`src/rtl/core/gbdt_pkg.sv`:
```
package gbdt_pkg;

   localparam int MaxNodesDefault  = 32;
   localparam int MaxDegreeDefault = 8;
   localparam int KeyWidthDefault  = 16;

   typedef enum logic [1:0] {
      OP_ADD_NODE = 2'd0,
      OP_ADD_EDGE = 2'd1,
      OP_BFS      = 2'd2,
      OP_DFS      = 2'd3
   } op_type;

   typedef enum logic [1:0] {
      ST_OK        = 2'd0,
      ST_NOT_FOUND = 2'd1,
      ST_FULL      = 2'd2
   } status_type;

   typedef enum logic [4:0] {
      S_IDLE,
      S_FIND_A,
      S_FIND_B,
      S_EDGE_CHECK,
      S_EDGE_WR_A,
      S_EDGE_WR_B,
      S_NODE_ADD,
      S_WALK_CLEAR,
      S_BFS_POP,
      S_BFS_KEY,
      S_BFS_NBR_RD,
      S_BFS_NBR,
      S_DFS_TOP,
      S_DFS_NBR_RD,
      S_DFS_NBR,
      S_DFS_KEY,
      S_RESULT,
      S_FINISH
   } state_type;

   // Commands from the controller to the datapath.
   typedef struct packed {
      logic       take_item;
      logic       search_a;
      logic       search_b;
      logic       search_start;
      logic       search_step;
      logic       node_add;
      logic       edge_wr_a;
      logic       edge_wr_b;
      logic       walk_init;
      logic       bfs_pop;
      logic       nbr_read;
      logic       nbr_visit;
      logic       dfs_top;
      logic       dfs_pop;
      logic       key_read;
      logic       load_result;
      logic [1:0] result_status;
      logic       result_from_node;
      logic       result_last;
   } cmd_type;

   // Status from the datapath back to the controller.
   typedef struct packed {
      op_type operation;
      logic   search_done;
      logic   search_hit;
      logic   node_full;
      logic   edge_full;
      logic   queue_empty;
      logic   nbr_more;
      logic   nbr_new;
      logic   stack_empty;
      logic   result_free;
   } stat_type;

endpackage

```
`src/rtl/core/graph_bfs_dfs_traversal_core.sv`:
```
// Keyed undirected graph with breadth-first and depth-first walks. One request
// is taken at a time; req_tready is low until the block has finished it. Adding
// a node passes through S_FIND_A, S_NODE_ADD, S_RESULT and S_FINISH before the
// block is ready again. Add edge and walks first search the stored keys one node
// per cycle. A breadth-first walk then pops each node, reads its key and scans
// its neighbour entries; a depth-first walk reads the stack top and one
// neighbour entry at a time, both through the single neighbour-memory read
// port. The controller waits in S_RESULT while an earlier response is still
// held for rsp_tready. Each request yields one response, or one per visited
// node for a walk from a stored key, with tlast on the final one.
module graph_bfs_dfs_traversal_core
   import gbdt_pkg::*;
#(
   parameter int MAX_NODES  = MaxNodesDefault,
   parameter int MAX_DEGREE = MaxDegreeDefault,
   parameter int KEY_WIDTH  = KeyWidthDefault
) (
   input  logic                 clock,
   input  logic                 reset,
   input  logic                 req_tvalid,
   output logic                 req_tready,
   // operation[1:0], key_a[KEY_WIDTH+1:2], key_b, zero fill
   input  logic [((2+2*KEY_WIDTH+7)/8)*8-1:0] req_tdata,
   output logic                 rsp_tvalid,
   input  logic                 rsp_tready,
   // node_key[KEY_WIDTH-1:0], status[KEY_WIDTH+1:KEY_WIDTH], zero fill
   output logic [((KEY_WIDTH+2+7)/8)*8-1:0] rsp_tdata,
   output logic                 rsp_tlast
);

   localparam int RW = ((KEY_WIDTH+2+7)/8)*8;

   cmd_type              cmd;
   stat_type             stat;
   logic                 busy;
   logic [KEY_WIDTH-1:0] rsp_key;
   logic [1:0]           rsp_status;

   assign req_tready = !busy;

   gbdt_ctrl u_ctrl (
      .clock    (clock),
      .reset    (reset),
      .req_take (req_tvalid && req_tready),
      .stat     (stat),
      .cmd      (cmd),
      .busy     (busy)
   );

   gbdt_dp #(
      .MAX_NODES  (MAX_NODES),
      .MAX_DEGREE (MAX_DEGREE),
      .KEY_WIDTH  (KEY_WIDTH)
   ) u_dp (
      .clock        (clock),
      .reset        (reset),
      .req_tdata_op ({6'd0, req_tdata[1:0]}),
      .req_key_a    (req_tdata[KEY_WIDTH+1:2]),
      .req_key_b    (req_tdata[2*KEY_WIDTH+1:KEY_WIDTH+2]),
      .cmd          (cmd),
      .stat         (stat),
      .rsp_tready   (rsp_tready),
      .rsp_tvalid   (rsp_tvalid),
      .rsp_key      (rsp_key),
      .rsp_status   (rsp_status),
      .rsp_tlast    (rsp_tlast)
   );

   assign rsp_tdata = RW'({rsp_status, rsp_key});

endmodule

```
`src/rtl/core/gbdt_ctrl.sv`:
```
module gbdt_ctrl
   import gbdt_pkg::*;
(
   input  logic     clock,
   input  logic     reset,
   input  logic     req_take,
   input  stat_type stat,
   output cmd_type  cmd,
   output logic     busy
);

   state_type  state_ff, state_in;
   state_type  after_ff, after_in;
   logic       pend_last_ff, pend_last_in;
   status_type pend_status_ff, pend_status_in;
   logic       pend_node_ff, pend_node_in;

   // State register.
   always_ff @(posedge clock) begin
      if (reset) begin
         state_ff       <= S_IDLE;
         after_ff       <= S_IDLE;
         pend_last_ff   <= 1'b0;
         pend_status_ff <= ST_OK;
         pend_node_ff   <= 1'b0;
      end else begin
         state_ff       <= state_in;
         after_ff       <= after_in;
         pend_last_ff   <= pend_last_in;
         pend_status_ff <= pend_status_in;
         pend_node_ff   <= pend_node_in;
      end
   end

   // Next state and commands.
   always_comb begin
      state_in       = state_ff;
      after_in       = after_ff;
      pend_last_in   = pend_last_ff;
      pend_status_in = pend_status_ff;
      pend_node_in   = pend_node_ff;
      cmd            = '0;
      busy           = (state_ff != S_IDLE);
      case (state_ff)
         S_IDLE: begin
            if (req_take) begin
               cmd.take_item  = 1'b1;
               pend_status_in = ST_OK;
               pend_node_in   = 1'b0;
               state_in       = S_FIND_A;
            end
         end
         S_FIND_A: begin
            if (stat.operation == OP_ADD_NODE) begin
               state_in = S_NODE_ADD;
            end else begin
               cmd.search_start = 1'b1;
               cmd.search_a     = 1'b1;
               state_in         = S_FIND_B;
            end
         end
         S_FIND_B: begin
            cmd.search_step = 1'b1;
            if (stat.search_done) begin
               if (!stat.search_hit) begin
                  pend_status_in = ST_NOT_FOUND;
                  pend_last_in   = 1'b1;
                  after_in       = S_FINISH;
                  state_in       = S_RESULT;
               end else if (stat.operation == OP_ADD_EDGE) begin
                  cmd.search_start = 1'b1;
                  cmd.search_b     = 1'b1;
                  state_in         = S_EDGE_CHECK;
               end else begin
                  state_in = S_WALK_CLEAR;
               end
            end
         end
         S_EDGE_CHECK: begin
            cmd.search_step = 1'b1;
            if (stat.search_done) begin
               if (!stat.search_hit) begin
                  pend_status_in = ST_NOT_FOUND;
                  pend_last_in   = 1'b1;
                  after_in       = S_FINISH;
                  state_in       = S_RESULT;
               end else begin
                  state_in = S_EDGE_WR_A;
               end
            end
         end
         S_EDGE_WR_A: begin
            if (stat.edge_full) begin
               pend_status_in = ST_FULL;
               pend_last_in   = 1'b1;
               after_in       = S_FINISH;
               state_in       = S_RESULT;
            end else begin
               cmd.edge_wr_a = 1'b1;
               state_in      = S_EDGE_WR_B;
            end
         end
         S_EDGE_WR_B: begin
            cmd.edge_wr_b  = 1'b1;
            pend_status_in = ST_OK;
            pend_last_in   = 1'b1;
            after_in       = S_FINISH;
            state_in       = S_RESULT;
         end
         S_NODE_ADD: begin
            if (stat.node_full) begin
               pend_status_in = ST_FULL;
            end else begin
               cmd.node_add   = 1'b1;
               pend_status_in = ST_OK;
            end
            pend_last_in = 1'b1;
            after_in     = S_FINISH;
            state_in     = S_RESULT;
         end
         S_WALK_CLEAR: begin
            cmd.walk_init = 1'b1;
            state_in = (stat.operation == OP_BFS) ? S_BFS_POP : S_DFS_KEY;
         end
         // Breadth-first: pop the queue head, scan its list, then emit its key.
         S_BFS_POP: begin
            if (stat.queue_empty) begin
               state_in = S_FINISH;
            end else begin
               cmd.bfs_pop  = 1'b1;
               cmd.key_read = 1'b1;
               state_in     = S_BFS_KEY;
            end
         end
         S_BFS_KEY: begin
            cmd.nbr_read = 1'b1;
            state_in     = S_BFS_NBR_RD;
         end
         S_BFS_NBR_RD: begin
            state_in = S_BFS_NBR;
         end
         S_BFS_NBR: begin
            if (stat.nbr_more) begin
               cmd.nbr_visit = 1'b1;
               cmd.nbr_read  = 1'b1;
               state_in      = S_BFS_NBR_RD;
            end else begin
               // Emit the popped node once its list is queued; last if queue empty.
               pend_node_in   = 1'b1;
               pend_status_in = ST_OK;
               pend_last_in   = stat.queue_empty;
               after_in       = stat.queue_empty ? S_FINISH : S_BFS_POP;
               state_in       = S_RESULT;
            end
         end
         // Depth-first: the key of the latest visited node is held until the
         // next visit or the end of the walk shows whether it is the last one.
         S_DFS_KEY: begin
            cmd.key_read = 1'b1;
            state_in     = S_DFS_TOP;
         end
         S_DFS_TOP: begin
            if (stat.stack_empty) begin
               pend_node_in   = 1'b1;
               pend_status_in = ST_OK;
               pend_last_in   = 1'b1;
               after_in       = S_FINISH;
               state_in       = S_RESULT;
            end else begin
               cmd.dfs_top = 1'b1;
               state_in    = S_DFS_NBR_RD;
            end
         end
         S_DFS_NBR_RD: begin
            state_in = S_DFS_NBR;
         end
         S_DFS_NBR: begin
            if (!stat.nbr_more) begin
               cmd.dfs_pop = 1'b1;
               state_in    = S_DFS_TOP;
            end else if (stat.nbr_new) begin
               cmd.nbr_visit  = 1'b1;
               pend_node_in   = 1'b1;
               pend_status_in = ST_OK;
               pend_last_in   = 1'b0;
               after_in       = S_DFS_KEY;
               state_in       = S_RESULT;
            end else begin
               cmd.nbr_visit = 1'b1;
               state_in      = S_DFS_TOP;
            end
         end
         S_RESULT: begin
            if (stat.result_free) begin
               cmd.load_result      = 1'b1;
               cmd.result_status    = pend_status_ff;
               cmd.result_from_node = pend_node_ff;
               cmd.result_last      = pend_last_ff;
               state_in             = after_ff;
            end
         end
         S_FINISH: begin
            state_in = S_IDLE;
         end
         default: begin
            state_in = S_IDLE;
         end
      endcase
   end

endmodule

```
`src/rtl/core/gbdt_dp.sv`:
```
module gbdt_dp
   import gbdt_pkg::*;
#(
   parameter int MAX_NODES  = MaxNodesDefault,
   parameter int MAX_DEGREE = MaxDegreeDefault,
   parameter int KEY_WIDTH  = KeyWidthDefault
) (
   input  logic                 clock,
   input  logic                 reset,
   input  logic [7:0]           req_tdata_op,
   input  logic [KEY_WIDTH-1:0] req_key_a,
   input  logic [KEY_WIDTH-1:0] req_key_b,
   input  cmd_type              cmd,
   output stat_type             stat,
   input  logic                 rsp_tready,
   output logic                 rsp_tvalid,
   output logic [KEY_WIDTH-1:0] rsp_key,
   output logic [1:0]           rsp_status,
   output logic                 rsp_tlast
);

   localparam int NW = $clog2(MAX_NODES);
   localparam int CW = $clog2(MAX_NODES + 1);
   localparam int DW = $clog2(MAX_DEGREE + 1);
   localparam int AW = $clog2(MAX_NODES * MAX_DEGREE);

   // Memories: keys, neighbour lists, walk queue and stack.
   logic [KEY_WIDTH-1:0] key_mem [MAX_NODES];
   logic [NW-1:0]        nbr_mem [MAX_NODES*MAX_DEGREE];
   logic [NW-1:0]        queue_mem [MAX_NODES];
   logic [NW-1:0]        stack_mem [MAX_NODES];
   logic [DW-1:0]        degree_ff [MAX_NODES];
   logic [DW-1:0]        cursor_ff [MAX_NODES];
   logic [MAX_NODES-1:0] visited_ff;

   op_type               op_ff;
   logic [KEY_WIDTH-1:0] key_a_ff, key_b_ff, cmp_key_ff, key_rd_ff;
   logic [CW-1:0]        count_ff;
   logic [CW-1:0]        scan_ff;
   logic                 scan_busy_ff, hit_ff;
   logic [NW-1:0]        node_a_ff, node_b_ff, hit_node_ff;
   logic [NW-1:0]        cur_ff, nbr_ff;
   logic [DW-1:0]        pos_ff;
   logic                 pos_ok_ff;
   logic [CW-1:0]        head_ff, tail_ff, top_ff;
   logic                 out_valid_ff;
   logic [KEY_WIDTH-1:0] out_key_ff;
   logic [1:0]           out_status_ff;
   logic                 out_last_ff;

   logic [KEY_WIDTH-1:0] scan_key;
   logic                 scan_end;
   logic [NW-1:0]        scan_idx;
   logic [DW-1:0]        deg_a, deg_b;
   logic [DW:0]          deg_a_two;
   logic [AW-1:0]        nbr_wr_a_addr, nbr_wr_b_addr, nbr_rd_addr;

   assign scan_idx = scan_ff[NW-1:0];
   assign scan_key = key_mem[scan_idx];
   assign scan_end = (scan_ff >= count_ff);
   assign deg_a    = degree_ff[node_a_ff];
   assign deg_b    = degree_ff[node_b_ff];
   assign deg_a_two = {1'b0, deg_a} + (DW+1)'(2);

   // Flat neighbour-store addresses: node times list length plus position.
   assign nbr_wr_a_addr = AW'(node_a_ff * MAX_DEGREE + deg_a);
   assign nbr_wr_b_addr = AW'(node_b_ff * MAX_DEGREE + deg_b);
   assign nbr_rd_addr   = AW'(cur_ff * MAX_DEGREE + pos_ff);

   // Sequential key search, one stored node per cycle.
   always_ff @(posedge clock) begin
      if (reset) begin
         scan_busy_ff <= 1'b0;
         hit_ff       <= 1'b0;
      end else if (cmd.search_start) begin
         scan_busy_ff <= 1'b1;
         hit_ff       <= 1'b0;
      end else if (cmd.search_step && scan_busy_ff) begin
         if (scan_end) begin
            scan_busy_ff <= 1'b0;
         end else if (scan_key == cmp_key_ff) begin
            scan_busy_ff <= 1'b0;
            hit_ff       <= 1'b1;
         end
      end
   end

   always_ff @(posedge clock) begin
      if (cmd.search_start) begin
         scan_ff    <= '0;
         cmp_key_ff <= cmd.search_a ? key_a_ff : key_b_ff;
      end else if (cmd.search_step && scan_busy_ff && !scan_end) begin
         if (scan_key == cmp_key_ff) begin
            hit_node_ff <= scan_idx;
         end else begin
            scan_ff <= scan_ff + CW'(1);
         end
      end
   end

   always_comb begin
      stat             = '0;
      stat.operation   = op_ff;
      stat.search_done = !scan_busy_ff;
      stat.search_hit  = hit_ff;
      stat.node_full   = (count_ff >= CW'(MAX_NODES));
      if (node_a_ff == node_b_ff) begin
         stat.edge_full = (deg_a_two > (DW+1)'(MAX_DEGREE));
      end else begin
         stat.edge_full = (deg_a >= DW'(MAX_DEGREE)) || (deg_b >= DW'(MAX_DEGREE));
      end
      stat.queue_empty = (head_ff == tail_ff);
      stat.nbr_more    = pos_ok_ff;
      stat.nbr_new     = !visited_ff[nbr_ff];
      stat.stack_empty = (top_ff == '0);
      stat.result_free = !out_valid_ff || rsp_tready;
   end

   // Capture the item and the found node indices.
   always_ff @(posedge clock) begin
      if (cmd.take_item) begin
         op_ff    <= op_type'(req_tdata_op[1:0]);
         key_a_ff <= req_key_a;
         key_b_ff <= req_key_b;
      end
      if (cmd.search_b) begin
         node_a_ff <= hit_node_ff;
      end
      if (cmd.walk_init) begin
         node_a_ff <= hit_node_ff;
      end
      if (!scan_busy_ff && hit_ff && op_ff == OP_ADD_EDGE && !cmd.search_b) begin
         node_b_ff <= hit_node_ff;
      end
   end

   // Node store and neighbour store writes.
   always_ff @(posedge clock) begin
      if (cmd.node_add) begin
         key_mem[count_ff[NW-1:0]] <= key_a_ff;
      end
      if (cmd.edge_wr_a) begin
         nbr_mem[nbr_wr_a_addr] <= node_b_ff;
      end
      if (cmd.edge_wr_b) begin
         nbr_mem[nbr_wr_b_addr] <= node_a_ff;
      end
   end

   always_ff @(posedge clock) begin
      if (reset) begin
         count_ff <= '0;
         for (int i = 0; i < MAX_NODES; i++) degree_ff[i] <= '0;
      end else begin
         if (cmd.node_add) begin
            count_ff <= count_ff + CW'(1);
            degree_ff[count_ff[NW-1:0]] <= '0;
         end
         if (cmd.edge_wr_a) degree_ff[node_a_ff] <= deg_a + DW'(1);
         if (cmd.edge_wr_b) degree_ff[node_b_ff] <= deg_b + DW'(1);
      end
   end

   // Walk bookkeeping: visited marks, queue, stack and list cursor.
   always_ff @(posedge clock) begin
      if (reset) begin
         visited_ff <= '0;
         head_ff    <= '0;
         tail_ff    <= '0;
         top_ff     <= '0;
         pos_ok_ff  <= 1'b0;
      end else begin
         if (cmd.walk_init) begin
            visited_ff <= {{(MAX_NODES-1){1'b0}}, 1'b1} << hit_node_ff;
            head_ff <= '0;
            if (op_ff == OP_BFS) begin
               queue_mem[0] <= hit_node_ff;
               tail_ff      <= CW'(1);
               top_ff       <= '0;
            end else begin
               stack_mem[0]          <= hit_node_ff;
               cursor_ff[hit_node_ff] <= '0;
               top_ff                <= CW'(1);
               cur_ff                <= hit_node_ff;
            end
         end
         if (cmd.bfs_pop) begin
            cur_ff  <= queue_mem[head_ff[NW-1:0]];
            head_ff <= head_ff + CW'(1);
            pos_ff  <= '0;
         end
         if (cmd.dfs_top) begin
            cur_ff      <= stack_mem[top_ff[NW-1:0] - NW'(1)];
            pos_ff      <= cursor_ff[stack_mem[top_ff[NW-1:0] - NW'(1)]];
         end
         if (cmd.dfs_pop) begin
            top_ff <= top_ff - CW'(1);
         end
         if (cmd.nbr_visit) begin
            if (op_ff == OP_BFS) begin
               pos_ff <= pos_ff + DW'(1);
               if (!visited_ff[nbr_ff] && tail_ff < CW'(MAX_NODES)) begin
                  visited_ff[nbr_ff]          <= 1'b1;
                  queue_mem[tail_ff[NW-1:0]]  <= nbr_ff;
                  tail_ff                     <= tail_ff + CW'(1);
               end
            end else begin
               cursor_ff[cur_ff] <= pos_ff + DW'(1);
               if (!visited_ff[nbr_ff] && top_ff < CW'(MAX_NODES)) begin
                  visited_ff[nbr_ff]         <= 1'b1;
                  stack_mem[top_ff[NW-1:0]]  <= nbr_ff;
                  cursor_ff[nbr_ff]          <= '0;
                  top_ff                     <= top_ff + CW'(1);
                  cur_ff                     <= nbr_ff;
               end
            end
         end
         // Neighbour fetch: the entry is registered during the read-wait state.
         if (cmd.nbr_read || cmd.dfs_top) begin
            pos_ok_ff <= 1'b0;
         end else begin
            pos_ok_ff <= (pos_ff < degree_ff[cur_ff]) && (pos_ff < DW'(MAX_DEGREE));
            nbr_ff    <= nbr_mem[nbr_rd_addr];
         end
      end
   end

   // Key read for the node about to be emitted.
   always_ff @(posedge clock) begin
      if (cmd.key_read) begin
         if (cmd.bfs_pop) begin
            key_rd_ff <= key_mem[queue_mem[head_ff[NW-1:0]]];
         end else begin
            key_rd_ff <= key_mem[cur_ff];
         end
      end
   end

   // Output register; a transaction leaves when the consumer takes it.
   always_ff @(posedge clock) begin
      if (reset) begin
         out_valid_ff <= 1'b0;
      end else if (cmd.load_result) begin
         out_valid_ff <= 1'b1;
      end else if (rsp_tready) begin
         out_valid_ff <= 1'b0;
      end
   end

   always_ff @(posedge clock) begin
      if (cmd.load_result) begin
         out_key_ff    <= cmd.result_from_node ? key_rd_ff : key_a_ff;
         out_status_ff <= cmd.result_status;
         out_last_ff   <= cmd.result_last;
      end
   end

   assign rsp_tvalid = out_valid_ff;
   assign rsp_key    = out_key_ff;
   assign rsp_status = out_status_ff;
   assign rsp_tlast  = out_last_ff;

   unused_check: assert property (@(posedge clock) disable iff (reset)
      cmd.load_result |-> (!out_valid_ff || rsp_tready))
      else $error("result overwritten while pending");
   count_range: assert property (@(posedge clock) disable iff (reset)
      count_ff <= CW'(MAX_NODES))
      else $error("node count overflow");
   queue_order: assert property (@(posedge clock) disable iff (reset)
      head_ff <= tail_ff)
      else $error("queue head passed tail");

endmodule

```
`config.mk`:
```
export PLATFORM = sky130hd
export DESIGN_NAME = graph_bfs_dfs_traversal_core
export DESIGN_NICKNAME = d
export VERILOG_FILES = /design/src/rtl/core/gbdt_pkg.sv /design/src/rtl/core/graph_bfs_dfs_traversal_core.sv /design/src/rtl/core/gbdt_ctrl.sv /design/src/rtl/core/gbdt_dp.sv
export SDC_FILE = /design/constraint.sdc
export NUM_CORES = 2
export LEC_CHECK = 0
export ABC_CLOCK_PERIOD_IN_PS = 16370
export BUFFER_PORTS_ARGS = -buffer_cell sky130_fd_sc_hd__buf_4
export CORE_MARGIN = 2
export CORE_UTILIZATION = 40
export DETAILED_ROUTE_END_ITERATION = 16
export HOLD_SLACK_MARGIN = 0.02
export REMOVE_ABC_BUFFERS = 1
export SYNTH_ARGS = -nofsm -noshare
export SYNTH_HDL_FRONTEND = slang
export SYNTH_SLANG_ARGS = --single-unit
export TNS_END_PERCENT = 5
```
`constraint.sdc`:
```
create_clock -name clock -period 16.37 [get_ports clock]
set_input_delay 1.637 -clock clock [delete_from_list [all_inputs] [get_ports clock]]
set_output_delay 1.637 -clock clock [all_outputs]
set_load 0.01 [all_outputs]
```
* Word level (Yosys, flattened, before mapping)
Memory sizes are Yosys's and may differ from the RTL's. A register that Yosys moved wholly into a read port is not among the register bits.
Index checks and enable logic that the tools add are counted.
** Operators by class
- Add/sub/neg operators :: 14
- $lt $le $gt $ge :: 11
- Equality and inequality tests :: 32
- Shift operators :: 1
- Multiplexer cells :: 187
- Bitwise operators :: 6
- Reduce and logical (&&, ||, !) cells :: 52
** Operators with widths (number)
- 2-to-1 mux 5 bit :: 48
- 2-to-1 mux 32 bit :: 6
- 2-to-1 mux 1 bit :: 82
- one-hot mux 5 bit (16 select lines) :: 1
- 2-to-1 mux 6 bit :: 12
- 2-to-1 mux 16 bit :: 3
- == test 5 x 4 -> 1 bit, second input constant :: 8
- 2-to-1 mux 4 bit :: 8
- OR 32 bit :: 1
- << shifter 1 x 5 -> 32 bit, first input constant :: 1
- adder 6 x 1 -> 6 bit, second input constant :: 5
- one-hot mux 5 bit (6 select lines) :: 1
- 2-to-1 mux 2 bit :: 13
- adder 8 x 4 -> 8 bit :: 3
- == test 5 x 3 -> 1 bit, second input constant :: 4
- != test 2 bit, second input constant :: 9
- == test 16 bit :: 1
- one-hot mux 2 bit (8 select lines) :: 1
- OR reduction 4 bit :: 4
- OR reduction 5 bit :: 3
- adder 4 x 1 -> 4 bit, second input constant :: 3
- < comparator 6 bit, second input constant :: 2
- == test 5 x 2 -> 1 bit, second input constant :: 2
- logical AND 1 bit :: 10
- other kinds (44) :: 72
** Storage, ports and cells
- Register bits :: 189
- RAM bits :: 2368
- Output and inout bits :: 27
- Word-level logic and storage cells :: 337
- Memories kept :: 6
** Memories
- u_dp.nbr_mem :: words 256, bits a word 5, rd ports 1, clocked after memory_dff 1, wr ports 1, RTL line gbdt_dp.sv:29 : logic [NW-1:0] nbr_mem [MAX_NODES*MAX_DEGREE];
- u_dp.key_mem :: words 32, bits a word 16, rd ports 3, clocked after memory_dff 2, wr ports 1, RTL line gbdt_dp.sv:28 : logic [KEY_WIDTH-1:0] key_mem [MAX_NODES];
- u_dp.queue_mem :: words 32, bits a word 5, rd ports 1, clocked after memory_dff 1, wr ports 1, RTL line gbdt_dp.sv:30 : logic [NW-1:0] queue_mem [MAX_NODES];
- u_dp.stack_mem :: words 32, bits a word 5, rd ports 1, clocked after memory_dff 0, wr ports 1, RTL line gbdt_dp.sv:31 : logic [NW-1:0] stack_mem [MAX_NODES];
- u_dp.cursor_ff :: words 32, bits a word 4, rd ports 1, clocked after memory_dff 0, wr ports 2, RTL line gbdt_dp.sv:33 : logic [DW-1:0] cursor_ff [MAX_NODES];
- u_dp.degree_ff :: words 32, bits a word 4, rd ports 3, clocked after memory_dff 3, wr ports 32, RTL line gbdt_dp.sv:32 : logic [DW-1:0] degree_ff [MAX_NODES];

* Longest topological paths before layout
- Depth after elaboration :: 11
- Mapped depth :: 17
- Mapped depth without buffers :: 13

* Cells and area by module
Synthesis repeated with hierarchy kept, for this count alone.
** Second synthesis, totals
- Cells, all modules :: 8737
- Area total of the unflattened synthesis :: 133538.1 um2
** By module, submodules not included
- gbdt_dp :: times used 1, cells an instance 8559, area an instance 132284.4 um2, sequential area each 75072.0 um2
- gbdt_ctrl :: times used 1, cells an instance 169, area an instance 1194.9 um2, sequential area each 240.2 um2
- graph_bfs_dfs_traversal_core :: times used 1, cells an instance 9, area an instance 58.8 um2, sequential area each 0.0 um2

* Worst setup path after synthesis
No wires, ideal clock.
- Path kind :: flip-flop to flip-flop
- Start point :: register u_ctrl.state_ff[2]
- End point :: memory u_dp.nbr_mem[0][1] in the netlist's numbering (data pin)
- Setup time :: 2.189 ns
- Data arrival time :: 11.315 ns
- Required time :: 14.181 ns
- Setup slack :: 2.866 ns
- Stages on the path, launching flop included :: 6
- Period minus slack after synthesis :: 13.504 ns
- Cell sequence :: dfxtp_1 clkbuf_1 nor3b_1 nand2_1 clkbuf_1 o21ai_0
** Between the ends
- Longest elaborated chain between the ends :: 6
** RTL lines
- from (decl) :: RTL line gbdt_ctrl.sv:12 : state_type state_ff, state_in;
- from (signal assigned) :: RTL line gbdt_ctrl.sv:27 : state_ff <= state_in;
- == test 5 x 3 -> 1 bit :: RTL line gbdt_ctrl.sv:44 : case (state_ff)
- 2-to-1 mux 1 bit :: RTL line gbdt_ctrl.sv:44
- 2-to-1 mux 1 bit :: RTL line gbdt_dp.sv:145 : if (cmd.edge_wr_b) begin
- 2-to-1 mux 1 bit (not written as such) :: RTL line gbdt_dp.sv:146 : nbr_mem[nbr_wr_b_addr] <= node_a_ff;
- OR reduction 5 bit (no line)
- 2-to-1 mux 5 bit (no line)
- to (decl) :: RTL line gbdt_dp.sv:29
No other way between the ends.

==> metrics.cfg <==
[logic_synthesis]
syn-cell-area_mm2 = 0.115
yosysUniqueCellTypes = 78
async_reset_ff_frac = 0
syn_avg_cell_area_um2 = 17.4
synthCells = 6602
ys_ff_latch = 2585
synth_edf_count = 2354
ys_warn_count = 0
yosysSeqAreaShare = 0.655
synth_ff_type = edfxtp_1

[placed_design]
gp_congestion = 0.850
place_hpwl_um = 179000
place_ws_ps = 10230
io_buffers = 58
dp.cells = 10100
dpl_cell_area_mm2 = 0.120

[floorplanning]
rows = 196
fp.dieArea_mm2 = 0.292
die_w_um = 540
io_pins = 71
dieHeight_um = 540
start_util = 0.403
core_region_area_mm2 = 0.286

[grt]
grt.total_usage = 0.203
first_global_vias = 64400
grt_start_max_net_pins = 155
grt_pass1_wl_um = 443000
grt_overflow = 0
antenna_found_initial = 4

[clocking]
clk_pin_slew_ps = 60
ctsRootBufferMaster = clkbuf_16
htree_levels = 5
clock_latency_ps = 900
cts_hold_buf = 0
ctsResizeCount = 0
tritoncts = built
cts_buffers = 279
postCtsSetupBuffers = 0
clk_path_buf_depth = 4
cts_sinks = 2585

[routing]
drt_iter0_markers = 6823
drc = 0
vias = 63600
first_pass_iters = 8
wl_per_cell_um = 28.6
totalWireLength_um = 302000
vias_per_cell = 6.02
ant_nets = 0

[timing]
period_needed_ps = 6190
timing.final.crit_share = 0.378
worst_pin_slew_ps = 1400
setup_violations = 0
fin_ws_ps = 10180
relSlewSlack = 0.0642
finalHoldViolCount = 0
skew_ps = 74.5
setup_tns_ps = 0
rsz0062_at_grt = false
drv_slew = 0
max_freq_mhz = 162

[worst_setup_path]
r2r_cells = 10
worst-setup-path-type = register to register
path_max_fanout = 36
start_kind = register
critical_path_arrival_ps = 6690
r2r_end = u_dp.hit_node_ff[3]$_DFFE_PP_
endpoint_kind = register
cp.required_ps = 16870
regToRegSetupSlack_ps = 10180

[worst_hold_path]
hold_end = u_dp.cursor_ff[24][2]$_SDFFE_PP0P_
hp-class = register to register
hp-start = u_dp.cursor_ff[24][2]$_SDFFE_PP0P_
min_path_cells = 2

[layout]
final_layout_size_suffix_gt1_frac = 0.259
final_cells = 10600
multi_input_area_mm2 = 0.0380
area_growth_pct = 11.7
seq_area_mm2 = 0.0753
nets = 6648
fin_area_mm2 = 0.129
nFillCells = 24300

[power]
powerDensity_mw_per_mm2 = 110
p_leak_nw = 39.9
ir_worst_vdd_v = 0.0000924

[outcome]
status = completed

[run]
maxCapViolations = 0

[worst max-delay path by stage]
stage / startpoint / end / slack [ps] / depth (start not counted)
6_report: register / u_dp.hit_node_ff[3]$_DFFE_PP_ / 10180 / 10
5_1_grt: register / u_dp.hit_node_ff[3]$_DFFE_PP_ / 9970 / 10
4_1_cts: register / u_dp.hit_node_ff[1]$_DFFE_PP_ / 10170 / 10
3_5_place_dp: register / u_dp.hit_node_ff[4]$_DFFE_PP_ / 10230 / 10
3_3_place_gp: register / u_dp.hit_node_ff[4]$_DFFE_PP_ / 10240 / 10
2_1_floorplan: register / u_dp.key_rd_ff[13]$_DFFE_PP_ / -990 / 7
[sequential cells by signal (all words and copies together), names as in the netlist, 6 cells and up, named ones only]
name and count:
u_dp.nbr_mem 1280, u_dp.key_mem 512, u_dp.queue_mem 160, u_dp.stack_mem 160, u_dp.cursor_ff 128, u_dp.degree_ff 128
u_dp.visited_ff 32, u_dp.cmp_key_ff 16, u_dp.key_a_ff 16, u_dp.key_b_ff 16, u_dp.key_rd_ff 16, u_dp.rsp_key 16
u_dp.count_ff 6, u_dp.head_ff 6, u_dp.scan_ff 6, u_dp.tail_ff 6, u_dp.top_ff 6
[Yosys cell counts (25+ instances only)]
library cell,instances,area share
mux2i_1,284,0.025
nand2b_1,43,0.0023
inv_1,27,0.00088
buf_2,63,0.0027
dfxtp_1,231,0.040
a22oi_1,42,0.0027
nand3_1,80,0.0035
buf_1,98,0.0032
a221oi_1,35,0.0027
a31oi_1,30,0.0016
a21oi_1,197,0.0086
nor2b_1,72,0.0039
nand4_1,29,0.0016
ha_1,29,0.0032
clkbuf_1,319,0.010
edfxtp_1,2354,0.61
xnor2_1,25,0.0019
mux4_2,1012,0.20
nand2_1,280,0.0091
xor2_1,25,0.0019
mux2_2,61,0.0060
o21ai_0,131,0.0057
nor2_1,704,0.023
nor3_1,65,0.0028
a211oi_1,94,0.0061
[stage by stage]
stage               power [mW]   util  hold slack [ps]
finish                    14.2  0.450              458
CTS                       14.3  0.450              459
global placement          8.17  0.419              450
detailed placement        8.18  0.419              451
floorplan                 8.01      -              436
global route              14.6  0.450              475
[worst max-delay path, stage by stage (launching register included)]
cell	delay, ps
dfxtp_4	890
buf_4	690
buf_4	710
mux4_2	600
mux4_2	460
mux2i_1	320
xor2_1	320
nand4_1	270
nor3_1	560
nand3_1	370
nor2_1	490
[layout make-up]
cell class              count  share of cell area
diodes                      1           0.0000195
repair buffers            184              0.0114
flip-flops and latches   2585               0.586
multi-input cells        3497               0.296
clock buffers             364              0.0601
clock inverters           134             0.00900
inverters                  28            0.000818
well taps                3762              0.0366
[routing by layer]
metal  track usage  vias to the layer above  share of wire  wire [um]
li1              -                    26800              -          -
met2         0.324                     2808           0.48     144000
met1         0.283                    33300           0.41     125000
met3        0.0350                      601          0.076      23000
met4        0.0699                        6          0.034      10200
met5             0                        -        0.00015         46
[cells in the final DEF, fill, tap and decap left out, types with 78 or more instances in the layout]
| cell type | netlist | final |
|---|---|---|
| edfxtp_1 | 2354 | 2354 |
| dfxtp_1 | 231 | 215 |
| a211oi_1 | 94 | 94 |
| clkbuf_16 | 0 | 293 |
| a21oi_1 | 197 | 197 |
| mux4_2 | 1012 | 1012 |
| nand2_1 | 280 | 276 |
| mux2i_1 | 284 | 281 |
| nand3_1 | 80 | 78 |
| nor2_1 | 704 | 665 |
| o21ai_0 | 131 | 129 |
| buf_4 | 13 | 177 |
[power breakdown]
part	total, mW	internal, mW	switching [mW]
Combinational	0.695	0.321	0.375
Clock	6.15	3.56	2.59
Sequential	7.34	7.23	0.110
Total	14.2	11.1	3.08
[cell families after synthesis]
family	after synthesis	share of synthesized area
AOI/OAI and AO/OA	663	0.0375
xor gates and xnor gates	50	0.00381
adders and majority gates	29	0.00315
buffers and inverters	525	0.0185
DFF	2585	0.655
muxes	1358	0.229
other	1	0.0000326
and+or+nand+nor	1391	0.0535
No activity file was read; power rests on OpenSTA's default activity.
